[config.mk]
export PLATFORM = sky130hd
export DESIGN_NAME = parity_wave_automaton_cycle_finder
export DESIGN_NICKNAME = d
export VERILOG_FILES = /design/src/hdl/pwac_pkg.sv /design/src/hdl/pwac_cell.sv /design/src/hdl/parity_wave_automaton_cycle_finder.sv
export SDC_FILE = /design/constraint.sdc
export NUM_CORES = 1
export LEC_CHECK = 0
export ABC_AREA = 1
export BUFFER_PORTS_ARGS = -buffer_cell sky130_fd_sc_hd__buf_2
export CORE_MARGIN = 8
export CORE_UTILIZATION = 50
export DETAILED_ROUTE_END_ITERATION = 16
export PLACE_DENSITY = 0.68
export SLEW_MARGIN = 20
export SYNTH_ARGS = -nofsm -noshare
export SYNTH_HDL_FRONTEND = slang
export SYNTH_SLANG_ARGS = --single-unit
[constraint.sdc]
create_clock -name clk -period 5.6 [get_ports clk]
set_clock_uncertainty 0.15 [all_clocks]
set_input_delay 0.84 -clock clk [delete_from_list [all_inputs] [get_ports clk]]
set_output_delay 0.84 -clock clk [all_outputs]
set_load 0.005 [all_outputs]
[src/hdl/pwac_pkg.sv]
package pwac_pkg;

	// fixed widths of the ports
	localparam int SEED_W = 32;
	localparam int CNT_W  = 32;

	// defaults
	localparam int          SIDE_DEFAULT = 4;
	localparam int          SIDE_MAX     = 5;
	localparam logic [31:0] LIMIT_RESET  = 32'd100000000;

	// per-cycle orders from the search control to every cell
	typedef struct packed {
		logic load;     // take the seed into hare and tortoise
		logic step;     // advance the hare lattice by one step
		logic capture;  // tortoise takes the current hare value
	} pwac_cell_ctl_t;

endpackage

[src/hdl/pwac_cell.sv]
module pwac_cell
	import pwac_pkg::*;
(
	input  logic           clk,
	input  pwac_cell_ctl_t ctl,
	input  logic           seed_cur,
	input  logic           seed_prev,
	input  logic           nb_east,
	input  logic           nb_west,
	input  logic           nb_north,
	input  logic           nb_south,
	output logic           cur,
	output logic           match
);

	logic hare_cur_q;
	logic hare_prev_q;
	logic tort_cur_q;
	logic tort_prev_q;
	logic next_cur;

	// wave rule: neighbours' current bits against own previous bit
	assign next_cur = nb_east ^ nb_west ^ nb_north ^ nb_south ^ hare_prev_q;

	// hare site
	always_ff @(posedge clk) begin
		if (ctl.load) begin
			hare_cur_q  <= seed_cur;
			hare_prev_q <= seed_prev;
		end else if (ctl.step) begin
			hare_cur_q  <= next_cur;
			hare_prev_q <= hare_cur_q;
		end
	end

	// tortoise site
	always_ff @(posedge clk) begin
		if (ctl.load) begin
			tort_cur_q  <= seed_cur;
			tort_prev_q <= seed_prev;
		end else if (ctl.capture) begin
			tort_cur_q  <= hare_cur_q;
			tort_prev_q <= hare_prev_q;
		end
	end

	assign cur   = hare_cur_q;
	assign match = (hare_cur_q == tort_cur_q) && (hare_prev_q == tort_prev_q);

endmodule

[src/hdl/parity_wave_automaton_cycle_finder.sv]
// channel   | handshake                 | beat
// ----------+---------------------------+--------------------------------
// seed in   | start, busy               | start_state
// config    | cfg_valid, cfg_ready      | max_iterations
// result    | done (one-cycle strobe)   | cycle_length, found
//
// A seed beat is taken when start is high and busy low. The next cycle primes the
// hare one lattice step ahead, then the grid of site cells advances the hare one
// step per cycle while the counters run Brent's search; done strobes in the cycle
// after the last check, registered from it. busy stays high until done.
// arst_n clears the control and the limit (back to 100000000). done cannot be
// held off by the receiver; cfg_ready is always high.
module parity_wave_automaton_cycle_finder
	import pwac_pkg::*;
#(
	parameter int SIDE = SIDE_DEFAULT
) (
	input  logic              clk,
	input  logic              arst_n,
	input  logic              start,
	output logic              busy,
	input  logic [SEED_W-1:0] start_state,
	input  logic              cfg_valid,
	output logic              cfg_ready,
	input  logic [CNT_W-1:0]  max_iterations,
	output logic              done,
	output logic [CNT_W-1:0]  cycle_length,
	output logic              found
);

	localparam int SITES = SIDE * SIDE;

	localparam logic [1:0] ST_IDLE  = 2'd0;
	localparam logic [1:0] ST_PRIME = 2'd1;
	localparam logic [1:0] ST_RUN   = 2'd2;

	logic [1:0]       state_q;
	logic [CNT_W-1:0] limit_q;
	logic [CNT_W-1:0] power_q;
	logic [CNT_W-1:0] lambda_q;
	logic             done_q;
	logic [CNT_W-1:0] cycle_length_q;
	logic             found_q;

	pwac_cell_ctl_t   ctl;
	logic [SITES-1:0] cur_vec;
	logic [SITES-1:0] match_vec;
	logic             accept;
	logic             same;
	logic             at_limit;
	logic             finish;
	logic             catch_up;

	assign accept    = start && !busy;
	assign busy      = (state_q != ST_IDLE);
	assign cfg_ready = 1'b1;

	// search decisions on the registered counters
	assign same     = &match_vec;
	assign at_limit = (lambda_q >= limit_q);
	assign finish   = (state_q == ST_RUN) && (same || at_limit);
	assign catch_up = (power_q == lambda_q);

	// cell orders
	always_comb begin
		ctl.load    = accept;
		ctl.step    = (state_q == ST_PRIME) || ((state_q == ST_RUN) && !finish);
		ctl.capture = (state_q == ST_RUN) && !finish && catch_up;
	end

	// grid of site cells on the torus
	for (genvar y = 0; y < SIDE; y++) begin : g_row
		for (genvar x = 0; x < SIDE; x++) begin : g_col
			localparam int SITE = x + SIDE * y;
			localparam int EAST  = ((x + 1) % SIDE) + SIDE * y;
			localparam int WEST  = ((x + SIDE - 1) % SIDE) + SIDE * y;
			localparam int NORTH = x + SIDE * ((y + 1) % SIDE);
			localparam int SOUTH = x + SIDE * ((y + SIDE - 1) % SIDE);
			logic seed_cur;
			logic seed_prev;

			// seed bits past the input width start at zero
			if (2 * SITE < SEED_W) begin : g_scur
				assign seed_cur = start_state[2 * SITE];
			end else begin : g_zcur
				assign seed_cur = 1'b0;
			end
			if (2 * SITE + 1 < SEED_W) begin : g_sprev
				assign seed_prev = start_state[2 * SITE + 1];
			end else begin : g_zprev
				assign seed_prev = 1'b0;
			end

			pwac_cell u_cell (
				.clk      (clk),
				.ctl      (ctl),
				.seed_cur (seed_cur),
				.seed_prev(seed_prev),
				.nb_east  (cur_vec[EAST]),
				.nb_west  (cur_vec[WEST]),
				.nb_north (cur_vec[NORTH]),
				.nb_south (cur_vec[SOUTH]),
				.cur      (cur_vec[SITE]),
				.match    (match_vec[SITE])
			);
		end
	end

	// limit register
	always_ff @(posedge clk or negedge arst_n) begin
		if (!arst_n) begin
			limit_q <= LIMIT_RESET;
		end else if (cfg_valid && cfg_ready) begin
			limit_q <= max_iterations;
		end
	end

	// search sequencer and Brent counters
	always_ff @(posedge clk or negedge arst_n) begin
		if (!arst_n) begin
			state_q  <= ST_IDLE;
			power_q  <= '0;
			lambda_q <= '0;
			done_q   <= 1'b0;
		end else begin
			done_q <= 1'b0;
			unique case (state_q)
				ST_IDLE: begin
					if (accept) begin
						state_q <= ST_PRIME;
					end
				end
				ST_PRIME: begin
					power_q  <= CNT_W'(1);
					lambda_q <= CNT_W'(1);
					state_q  <= ST_RUN;
				end
				ST_RUN: begin
					if (finish) begin
						done_q  <= 1'b1;
						state_q <= ST_IDLE;
					end else if (catch_up) begin
						power_q  <= {power_q[CNT_W-2:0], 1'b0};
						lambda_q <= CNT_W'(1);
					end else begin
						lambda_q <= lambda_q + CNT_W'(1);
					end
				end
				default: begin
					state_q <= ST_IDLE;
				end
			endcase
		end
	end

	// result beat
	always_ff @(posedge clk) begin
		if (finish) begin
			found_q        <= !at_limit;
			cycle_length_q <= at_limit ? '0 : lambda_q;
		end
	end

	assign done         = done_q;
	assign cycle_length = cycle_length_q;
	assign found        = found_q;

	// result strobe only once the search has let go of busy
	a_done_idle: assert property (@(posedge clk) disable iff (!arst_n)
		done |-> !busy)
		else $error("result strobe while busy");

	// a found period is never zero
	a_found_nonzero: assert property (@(posedge clk) disable iff (!arst_n)
		(done && found) |-> (cycle_length != '0))
		else $error("found with zero period");

	// an accepted seed starts the search
	a_accept_busy: assert property (@(posedge clk) disable iff (!arst_n)
		(start && !busy) |=> busy)
		else $error("seed taken but search not started");

	// strobe lasts one cycle
	a_done_single: assert property (@(posedge clk) disable iff (!arst_n)
		done |=> !done)
		else $error("result strobe longer than one cycle");

endmodule
==> results of run 1 <==
==> kinds of logic after synthesis <==
logic type / Yosys count / share of synthesized area [%]
buffers and inverters: 230 / 8.48
xor gates and xnor gates: 105 / 8.42
AOI/OAI and AO/OA: 140 / 6.55
and+or+nand+nor: 612 / 23.1
other: 1 / 0.0343
adders and majority gates: 33 / 3.78
DFF: 196 / 49.5
muxes: 1 / 0.103
==> per-layer routing <==
layer,GRT usage [%],up-vias,wire length [µm]
met5,0,-,0
met4,8.02,0,696
met3,4.01,40,1590
met2,34.3,271,13000
met1,27.9,4129,12300
li1,-,4324,-
==> cells in the final DEF, fill, tap and decap left out, types with 28 or more instances in the layout <==
master,count
nand3_1,76
nand2_1,352
dfrtp_1,87
edfxtp_1,97
ha_1,33
buf_2,101
a21oi_1,28
o21ai_0,100
xor2_1,44
nor2_1,130
xnor2_1,61
inv_1,172
==> area by class of cell <==
cell class,count,area (µm²)
clock buffer,17,425
clock inverter,15,181
fill,1981,9430
inverter,176,661
multi-input combinational,892,4600
sequential,196,5410
tap,280,350
timing repair buffer,110,573
==> through the flow <==
step	setup WS (ns)	area [µm²]	utilization (%)	hold WS (ns)
after floorplan	1.10	10900	-	0.312
after global placement	2.30	11600	53.6	0.330
after detailed placement	2.17	11600	53.6	0.333
after CTS	2.13	12200	56.4	0.330
after global routing	1.87	12200	56.4	0.345
final	2.09	12200	56.4	0.304
==> registers in the layout, summed over array words and instances, names as in the netlist <==
signal,flops
g_row.g_col.u_cell.tort_prev_q,16
lambda_q,32
g_row.g_col.u_cell.cur,16
g_row.g_col.u_cell.hare_prev_q,16
limit_q,32
power_q,32
cycle_length,32
done,1
found,1
g_row.g_col.u_cell.tort_cur_q,16
state_q,2
==> cells in the mapped netlist, types with 27 or more instances <==
cell type,number,area (µm²)
a21oi_1,28,140
clkbuf_1,27,101
xnor2_1,61,534
dfrtp_1,87,2180
o21ai_0,101,505
inv_1,172,646
nand3_1,76,380
ha_1,33,413
edfxtp_1,97,2910
xor2_1,44,385
nand2_1,354,1330
nor2_1,130,488
==> how the worst max path moves through the flow <==
stage	from	to	depth (start not counted)
floorplan	limit_q[23]	g_row[0].g_col[0].u_cell.tort_cur_q	8
global placement	lambda_q[17]	cycle_length[22]	8
detailed placement	lambda_q[28]	cycle_length[24]	10
CTS	lambda_q[28]	cycle_length[20]	10
global route	lambda_q[31]	cycle_length[9]	10
finish	lambda_q[31]	cycle_length[9]	10
==> worst max-delay path, stage by stage (launching register included) <==
cell,delay [ns]
dfrtp_1,0.47
ha_1,0.33
nand2_1,0.07
nor2_1,0.16
nand2_1,0.09
nor4_1,0.30
nand2_1,0.23
nand3_1,0.19
nand2_2,0.43
inv_1,0.29
buf_4,0.41
==> report_power, final <==
group	internal [mW]	switching, mW	total, mW
logic	0.707	1.31	2.01
registers	2.02	0.260	2.28
clock network	0.643	0.613	1.26
==> results by group, run 1 <==
Place
  • DP HPWL: 20000 µm
  • Placer Congestion: between 0.9 and 1
  • Buffers on Ports: just over 100
  • Inst Count DP: 1654

STA
  • Fin crit share: between 60% and 70%
  • Slew Limit Fails: 0
  • Unrepaired setup endpoints after global routing: no
  • Final Hold Viols: 0
  • Slew headroom: 31.4%
  • Final min period: 3.51 ns
  • Post-Route Setup TNS: 0 ns
  • Final setup fails: 0
  • Worst-Margin Slew: 1.03 ns
  • Max frequency: 285 MHz

Floorplan
  • Row count: 54
  • I/O pin total: 104
  • Die Y: about 160 µm
  • Core Region: roughly 0.022 mm²
  • Initial core utilization: 50.5%
  • Die width: 164 µm
  • DIE AREA: 0.0268 mm²

Drt
  • Drt drc: 0
  • Post-DR vias/cell: slightly above 5
  • Number of DRC markers in iteration 0: roughly 710
  • Total Routed Length: 27600 µm
  • Vias: 8764
  • Routed WL per cell: 16.3 µm
  • Count of TritonRoute iterations in the first routing pass: 5
  • Antenna-violating nets left: 0

GRT
  • First-pass GRT wire length: 44900 µm
  • Largest net degree at the start of global routing: 72
  • Vias in the first global route: 8563
  • Initial antenna violation count: 0
  • Global route total overflow: 0
  • Tot GR Track Use: between 20% and 30%

Clock tree
  • Max clock buf depth: 2
  • Skew-Pair Late Insertion Delay: between 0.4 and 0.5 ns
  • Post_cts resized: 0
  • Root Driver: clkbuf_16
  • Hold buffer count at CTS: 0
  • TritonCTS Buffers: 17
  • CTS clk-pin slew, worst paths: 0.08 ns
  • CTS tree: done
  • Clock Sinks: 196
  • Htree depth: 4
  • Post-CTS Setup Repair Bufs: 0

Layout
  • Post-layout nets: 1494
  • Layout area overhead: 11.7%
  • Number of diodes: 0
  • Share of cells above drive strength 1: 12.2%
  • Finished Layout Cells: 1686

Critical path
  • Setup CP Type: reg2reg
  • Reg2Reg Depth: 10
  • Worst r2r src: lambda_q[31]
  • Critical Path AT: 3.45 ns
  • FF-to-FF End: cycle_length[9]
  • Crit path required time: 5.54 ns
  • Nature of the critical path endpoint: flip-flop
  • Worst-path fanout max: 33
  • Startpoint type of the worst setup path: flip-flop
  • Worst R2R Setup Slack: 2.09 ns

Logic synthesis
  • Post-synthesis net count: 1419
  • Main synth FF type: edfxtp_1
  • Sequential element share of the synthesized area: around half
  • Post-synth EDFFs: 97
  • Syn avg cell area: 8.28 µm²
  • Cells after synthesis: around 1300
  • Mapped cell area: approximately 0.011 mm²
  • Synth warn: 0
  • Async SR Flop Fraction: 50.5%
  • Unique masters post-synth: 38
  • Yosys reg bits: slightly below 200

Flow run
  • Max-Cap Viols: 0

Worst hold path
  • Hold Crit Class: in2async

Status
  • Status: completed

Pwr
  • Total Power: 5.55 mW
  • Peak VDD IR: ~0.00028 V
  • Pwr per Cell Area: 455 mW/mm²
  • Leakage: 5.73 nW
(Power assumes the default switching activity.)
==> inputs of run 2 (changes only) <==
--- a/config.mk
+++ b/config.mk
@@ -5,7 +5,7 @@
 export SDC_FILE = /design/constraint.sdc
 export NUM_CORES = 1
 export LEC_CHECK = 0
-export ABC_AREA = 1
+export ABC_AREA = 0
 export BUFFER_PORTS_ARGS = -buffer_cell sky130_fd_sc_hd__buf_2
 export CORE_MARGIN = 8
 export CORE_UTILIZATION = 50
==> constraint.sdc (replaced) <==
create_clock -name clk -period 3.3 [get_ports clk]
set_clock_uncertainty 0.15 [all_clocks]
set_input_delay 0.495 -clock clk [delete_from_list [all_inputs] [get_ports clk]]
set_output_delay 0.495 -clock clk [all_outputs]
set_load 0.005 [all_outputs]
==> run 2 against run 1 <==
Effect of this change: the flow now finishes with violations (negative hold slack); clock power up 62%; fmax grew 10%; sequential cell count unchanged; first-iteration DRC count decreased by 25%; highest routed layer unchanged.
==> results by group, run 2 <==
Critical path
  • Worst R2R Setup Slack: 0.11 ns (-1.97 ns)
  • Nature of the critical path endpoint: flip-flop
  • Crit-path cells: inv_1 -> ha_1 -> and2_0 -> a221o_1 -> a22oi_1 -> o211ai_1 -> or3_1 -> or3_1 -> nand3_1
  • CP max stage cell: or3_1
  • Worst r2r src: limit_q[18]
  • Crit path required time: 3.52 ns (-2.02 ns)
  • Setup CP Type: reg2reg
  • Critical Path AT: 3.41 ns (-0.04 ns)
  • Worst-path fanout max: 11 (-67%)
  • Startpoint type of the worst setup path: flip-flop
  • Reg2Reg Depth: 9 (-1)
  • CP max stage delay: 0.60 ns (+0.13 ns)
  • Critical path's most frequent cell: or3_1
  • FF-to-FF End: lambda_q[28]

GRT
  • Met1 usage: 25.9% (-2.0 points)
  • First-pass GRT wire length: 38500 µm (-14%)
  • Met2 Use GR: 33.4% (-0.92 points)
  • Largest net degree at the start of global routing: 62 (-14%)
  • Tot GR Track Use: 20.0% (-1.2 points)
  • GRT busiest layer: met2
  • Global route total overflow: 0 (unchanged)
  • Met3 Use GR: 3.58% (-0.43 points)
  • Initial antenna violation count: 0 (unchanged)
  • Vias in the first global route: 7255 (-15%)

Clock tree
  • Max clock buf depth: 2 (unchanged)
  • Root Driver: clkbuf_16
  • CTS clk-pin slew, worst paths: 0.08 ns (about the same)
  • CTS tree: done
  • Htree depth: 4 (unchanged)
  • Skew-Pair Late Insertion Delay: 0.44 ns (about the same)
  • TritonCTS Buffers: 17 (unchanged)
  • Hold buffer count at CTS: 0 (unchanged)
  • Clock Sinks: 196 (unchanged)

Drt
  • Number of DRC markers in iteration 0: 534 (-25%)
  • Total Routed Length: 24100 µm (-12%)
  • Count of TritonRoute iterations in the first routing pass: 6 (+1)
  • Antenna-violating nets left: 0 (unchanged)
  • Routed WL per cell: 17.2 µm (+5.2%)
  • Drt drc: 0 (unchanged)
  • Post-DR vias/cell: 5.19 (about the same)
  • Vias: 7288 (-17%)

Logic synthesis
  • Post-synth top area cell: edfxtp_1
  • Yosys reg bits: 196 (unchanged)
  • Count leader, synth: nand2_1
  • Top cells by count, synth: nand2_1 (206), edfxtp_1 (97), dfrtp_1 (87)
  • Synth top area share: 29.0% (+2.3 points)
  • Post-synth EDFFs: 97 (unchanged)
  • Main synth FF type: edfxtp_1
  • Unique masters post-synth: 54 (+42%)
  • Async SR Flop Fraction: 50.5% (unchanged)
  • Sequential element share of the synthesized area: 53.9% (+4.4 points)
  • Mapped cell area: 0.0100 mm² (-8.1%)
  • Top cells by area, synth: edfxtp_1 (29%), dfrtp_1 (22%), nand2_1 (7.7%)
  • Cells after synthesis: 983 (-25%)
  • Synth warn: 0 (unchanged)
  • Post-synthesis net count: 1084 (-24%)
  • Syn avg cell area: 10.2 µm² (+23%)

Layout
  • Multi-input gate area in the final layout: 0.00420 mm² (-8.5%)
  • Reg area: 0.00541 mm² (unchanged)
  • Fillcell total: 1720 (-13%)
  • Most common cell after layout, fill and taps aside: nand2_1
  • Most frequent cells in the layout: nand2_1 (205), buf_2 (101), edfxtp_1 (97)
  • Layout area overhead: 17.7%
  • Number of diodes: 0 (unchanged)
  • Share of cells above drive strength 1: 18.9% (+6.7 points)
  • Final Util: 59.1% (+2.7 points)
  • Fin area: 0.0118 mm² (-3.2%)
  • Post-layout nets: 1221 (-18%)

Place
  • DP HPWL: 17400 µm (-13%)
  • Placed Area: 0.0112 mm² (-3.3%)
  • Placer Congestion: 0.865 (-4.0%)
  • Worst slack, placed: 0.173 ns (-2.00 ns)
  • Buffers on Ports: 102 (unchanged)

Floorplan
  • Initial core utilization: 50.2% (-0.26 points)
  • I/O pin total: 104 (unchanged)
  • Die width: 158 µm (-3.7%)
  • Core Region: 0.0200 mm² (-7.6%)
  • Row count: 52 (-3.7%)
  • Die Y: 158 µm (-3.7%)
  • DIE AREA: 0.0249 mm² (-7.3%)

Worst hold path
  • Hold Crit Class: in2async

STA
  • Final min period: 3.19 ns (-0.327 ns)
  • Final setup fails: 0 (unchanged)
  • Min Hold Slack: -0.0181 ns (-0.322 ns)
  • Slew headroom: 45.0% (+14 points)
  • Max frequency: 314 MHz (+10%)
  • Slew Limit Fails: 0 (unchanged)
  • Unrepaired setup endpoints after global routing: no
  • Fin crit share: 96.6% (+34 points)
  • Setup slack after layout: 0.113 ns (-1.97 ns)
  • Worst-Margin Slew: 0.825 ns (-0.203 ns)
  • Final Hold Viols: 3 (+3)

Flow run
  • Max-Cap Viols: 0 (unchanged)

Pwr
  • Pwr per Cell Area: 809 mW/mm² (+78%)
  • Leakage: 5.46 nW (-4.8%)
  • Peak VDD IR: 0.000560 V (+97%)

Status
  • Status: complete, but fails checks
  • Failing checks: negative hold slack
==> run 2: layout make-up <==
class / instances / area share (%)
Inverter: 73 / 2.32
Clock inverter: 15 / 1.38
Multi-Input combinational cell: 672 / 35.6
Tap cell: 270 / 2.86
Sequential cell: 196 / 45.8
Clock buffer: 17 / 3.60
Timing Repair Buffer: 160 / 8.46
==> run 2: worst max-delay path, delay by kind of cell, from the launching register on <==
kind,cells,cell delay [ns]
compound gates,3,0.88
flops,1,0.52
fa+ha+maj,1,0.27
buf+inv,1,0.04
simple gates,4,1.24
==> run 2: metal layers <==
metal  vias up  routed length [µm]  part of all wire (%)
met3        31                1300                   5.4
met4         0                 563                   2.3
met5         -                   0                     0
met2       209               11500                    48
met1      3451               10800                    45
li1       3597                   -                     -
==> run 2: how the worst max path moves through the flow <==
stage	to	startpoint	depth (start not counted)	slack, ns
2_1_floorplan	g_row[0].g_col[0].u_cell.tort_cur_q	lambda_q[0]	10	-0.02
3_3_place_gp	g_row[1].g_col[2].u_cell.tort_prev_q	limit_q[26]	10	0.17
3_5_place_dp	lambda_q[28]	limit_q[18]	9	0.17
4_1_cts	lambda_q[28]	limit_q[18]	9	0.15
5_1_grt	g_row[3].g_col[2].u_cell.tort_prev_q	limit_q[14]	10	0.0002
6_report	lambda_q[28]	limit_q[18]	9	0.11
==> run 2: through the flow <==
step	setup TNS [ns]	power, mW	instances
3_5_place_dp	0	7.54	1370
2_1_floorplan	-0.759	6.50	983
5_1_grt	0	10.1	1403
4_1_cts	0	9.60	1402
6_report	0	9.55	1403
3_3_place_gp	0	7.48	1370
==> run 2: kinds of logic (layout without fill, tap and decap cells) <==
group                      Yosys count  in the layout  share of synthesized area [%]
xor gates and xnor gates           117            117                           10.2
DFF                                196            196                           53.9
buffers and inverters              115            265                           4.56
adders and majority gates           33             33                           4.11
other                                1              1                         0.0374
and+or+nand+nor                    352            352                           16.0
muxes                               33             33                           3.30
AOI/OAI and AO/OA                  136            136                           7.87
==> run 2: timing repair <==
item	4_1_cts	5_1_grt
setup buffers	0	1
endpoints found under the hold margin	0	0
gates resized for setup	0	1
endpoints found under the setup margin	0	32
==> run 2: report_power, final <==
group,switching (mW),internal (mW)
registers,0.468,3.46
clock network,1.02,1.01
logic,2.07,1.51
total,3.56,5.99
==> inputs of run 3 (changes only) <==
--- a/config.mk
+++ b/config.mk
@@ -14,4 +14,5 @@
 export SLEW_MARGIN = 20
 export SYNTH_ARGS = -nofsm -noshare
 export SYNTH_HDL_FRONTEND = slang
+export SYNTH_HIERARCHICAL = 1
 export SYNTH_SLANG_ARGS = --single-unit
==> run 3 against run 2 <==
Effect of this change: the flow now finishes without violations; hold slack better by 0.12 ns; largest power group is now combinational cells; die area up 2.8%; count of clock-buffer cells in the layout up 4; non-clock buffer count up 23; synthesized area up 3.1%; cell count up 4.0%; sequential cell count unchanged; wire length up 2.5%; global-route usage down 0.54 points.
==> results by group, run 3 <==
Layout
  • Post-layout nets: 1277 (+4.6%)
  • Share of cells above drive strength 1: 23.7% (+4.8 points)
  • Most frequent cells in the layout: nand2_1 (184), o21ai_0 (109), buf_2 (101)
  • Fin area: 0.0125 mm² (+5.7%)
  • Fillcell total: 1716 (-0.23%)
  • Most common cell after layout, fill and taps aside: nand2_1
  • Layout area overhead: 20.7%
  • Number of diodes: 0 (unchanged)
  • Finished Layout Cells: 1459 (+4.0%)
  • Final Util: 61.5% (+2.4 points)

Floorplan
  • I/O pin total: 104 (unchanged)
  • Die width: 160 µm (+1.4%)
  • Core Region: 0.0203 mm² (+1.6%)
  • Die Y: 160 µm (+1.4%)
  • Initial core utilization: 51.0% (+0.72 points)
  • DIE AREA: 0.0255 mm² (+2.8%)
  • Row count: 52 (unchanged)

Critical path
  • Worst-path fanout max: 7 (-4)
  • Worst R2R Setup Slack: 0.08 ns (-0.03 ns)
  • Critical Path AT: 3.39 ns (-0.02 ns)
  • Crit path required time: 3.47 ns (-0.05 ns)
  • Reg2Reg Depth: 12 (+3)
  • Setup CP Type: reg2reg
  • Nature of the critical path endpoint: flip-flop
  • Startpoint type of the worst setup path: flip-flop
  • FF-to-FF End: lambda_q[14]
  • Worst r2r src: limit_q[13]

Logic synthesis
  • Mapped cell area: 0.0103 mm² (+3.1%)
  • Top cells by area, synth: edfxtp_1 (28%), dfrtp_1 (21%), nand2_1 (6.7%)
  • Post-synth EDFFs: 97 (unchanged)
  • Synth top area share: 28.2% (-0.87 points)
  • Synth warn: 6 (+6)
  • Syn avg cell area: 10.2 µm² (+0.13%)
  • Cells after synthesis: 1012 (+3.0%)
  • Main synth FF type: edfxtp_1
  • Unique masters post-synth: 52 (-3.7%)
  • Sequential element share of the synthesized area: 52.2% (-1.6 points)
  • Async SR Flop Fraction: 50.5% (unchanged)
  • Yosys reg bits: 196 (unchanged)
  • Count leader, synth: nand2_1
  • Top cells by count, synth: nand2_1 (184), o21ai_0 (110), edfxtp_1 (97)
  • Post-synthesis net count: 1113 (+2.7%)
  • Post-synth top area cell: edfxtp_1

GRT
  • Global route total overflow: 0 (unchanged)
  • First-pass GRT wire length: 40000 µm (+4.1%)
  • Tot GR Track Use: 19.5% (-0.54 points)
  • Vias in the first global route: 7687 (+6.0%)
  • Initial antenna violation count: 0 (unchanged)
  • Largest net degree at the start of global routing: 113 (+82%)

Place
  • Placer Congestion: 0.829 (-4.1%)
  • Buffers on Ports: 102 (unchanged)
  • Placed Area: 0.0117 mm² (+4.7%)
  • DP HPWL: 17800 µm (+2.4%)
  • Inst Count DP: 1420 (+3.6%)

STA
  • Final min period: 3.22 ns (+0.0307 ns)
  • Slew headroom: 54.3% (+9.3 points)
  • Final Hold Viols: 0 (-3)
  • Final setup fails: 0 (unchanged)
  • Slew Limit Fails: 0 (unchanged)
  • Worst-Margin Slew: 0.685 ns (-0.139 ns)
  • Post-Route Setup TNS: 0 ns (unchanged)
  • Max frequency: 311 MHz (-0.95%)
  • Unrepaired setup endpoints after global routing: no
  • Fin crit share: 97.5% (+0.93 points)

Pwr
  • Pwr per Cell Area: 833 mW/mm² (+3.0%)
  • Leakage: 5.45 nW (-0.12%)
  • Total Power: 10.4 mW (+8.9%)
  • Peak VDD IR: 0.000456 V (-19%)

Status
  • Status: completed

Drt
  • Total Routed Length: 24700 µm (+2.5%)
  • Antenna-violating nets left: 0 (unchanged)
  • Vias: 7694 (+5.6%)
  • Post-DR vias/cell: 5.27 (+1.5%)
  • Number of DRC markers in iteration 0: 672 (+26%)
  • Routed WL per cell: 16.9 µm (-1.4%)
  • Drt drc: 0 (unchanged)
  • Count of TritonRoute iterations in the first routing pass: 5 (-1)

Flow run
  • Max-Cap Viols: 0 (unchanged)

Clock tree
  • Clock Sinks: 196 (unchanged)
  • CTS tree: done
  • TritonCTS Buffers: 17 (unchanged)
  • Skew-Pair Late Insertion Delay: 0.44 ns (about the same)
  • Max clock buf depth: 2 (unchanged)
  • CTS clk-pin slew, worst paths: 0.08 ns (about the same)
  • Root Driver: clkbuf_16
  • Htree depth: 4 (unchanged)

Worst hold path
  • Hold path depth: 3
  • Hold endpoint: limit_q[19]
  • HP Start: max_iterations[19]
  • Hold Crit Class: in2reg
## run 3: metrics by stage
| stage | setup WS [ns] | hold slack (ns) |
|---|---|---|
| after detailed placement | -0.129 | 0.356 |
| after floorplan | 0.0490 | 0.0494 |
| final | 0.0827 | 0.103 |
| after CTS | 0.0720 | 0.0900 |
| after global placement | -0.0186 | 0.348 |
| after global routing | 0.0199 | 0.100 |
## run 3: worst max-delay path: stages (launching register included)
cell     delay, ns
dfstp_2       0.54
inv_2         0.05
ha_4          0.26
nand4_1       0.15
nor3_2        0.24
or4b_4        0.51
a31oi_4       0.29
buf_6         0.16
nor4_4        0.04
buf_4         0.17
buf_12        0.13
and3_1        0.16
a221o_1       0.26
## run 3: worst max-delay path by stage
stage	end	depth (start not counted)	start	slack [ns]
after floorplan	cycle_length[0]	9	limit_q[13]	0.05
after global placement	lambda_q[29]	11	limit_q[13]	-0.02
after detailed placement	lambda_q[31]	11	limit_q[13]	-0.13
after CTS	lambda_q[18]	10	limit_q[18]	0.07
after global routing	g_row[0].g_col[1].u_cell/hare_prev_q	10	limit_q[14]	0.02
final	lambda_q[14]	12	limit_q[13]	0.08
## run 3: logic make-up (layout without fill, tap and decap cells)
| family | Yosys count | after routing | share of synthesized area [%] |
|---|---|---|---|
| AOI/OAI and AO/OA | 184 | 184 | 10.1 |
| xor gates and xnor gates | 112 | 112 | 11.6 |
| adders and majority gates | 33 | 33 | 3.99 |
| buffers and inverters | 95 | 272 | 3.63 |
| DFF | 196 | 196 | 52.2 |
| muxes | 3 | 3 | 0.314 |
| other | 1 | 1 | 0.0362 |
| and+or+nand+nor | 388 | 388 | 18.1 |
## run 3: area by class of cell
type                       instances  area [µm²]  share of cell area (%)
clock buffer                      21         493                    3.95
clock inverter                    11         134                    1.07
multi-input combinational        721        4670                    37.4
timing repair buffer             183        1230                    9.83
sequential                       196        5410                    43.3
tap                              270         338                    2.71
inverter                          57         214                    1.71
## run 3: routing by layer
metal  up-vias  track usage [%]  wire, µm
met5         -                0         0
met4         0             6.16       386
met3        28             3.50      1110
met2       186             31.0     11600
met1      3683             26.7     11600
li1       3797                -         -
## run 3: report_power, final
group / total, mW / switching (mW) / internal, mW
combinational: 4.37 / 2.24 / 2.13
clock: 2.20 / 0.952 / 1.25
sequential: 3.84 / 0.369 / 3.47
## run 3: repair_timing
action | CTS | global route
pin swaps | 1 | 7
hold buffers | 1 | 0
endpoints found under the hold margin | 39 | 0
gates resized for setup | 1 | 10
endpoints found under the setup margin | 23 | 4
buffers inserted | 3 | 3
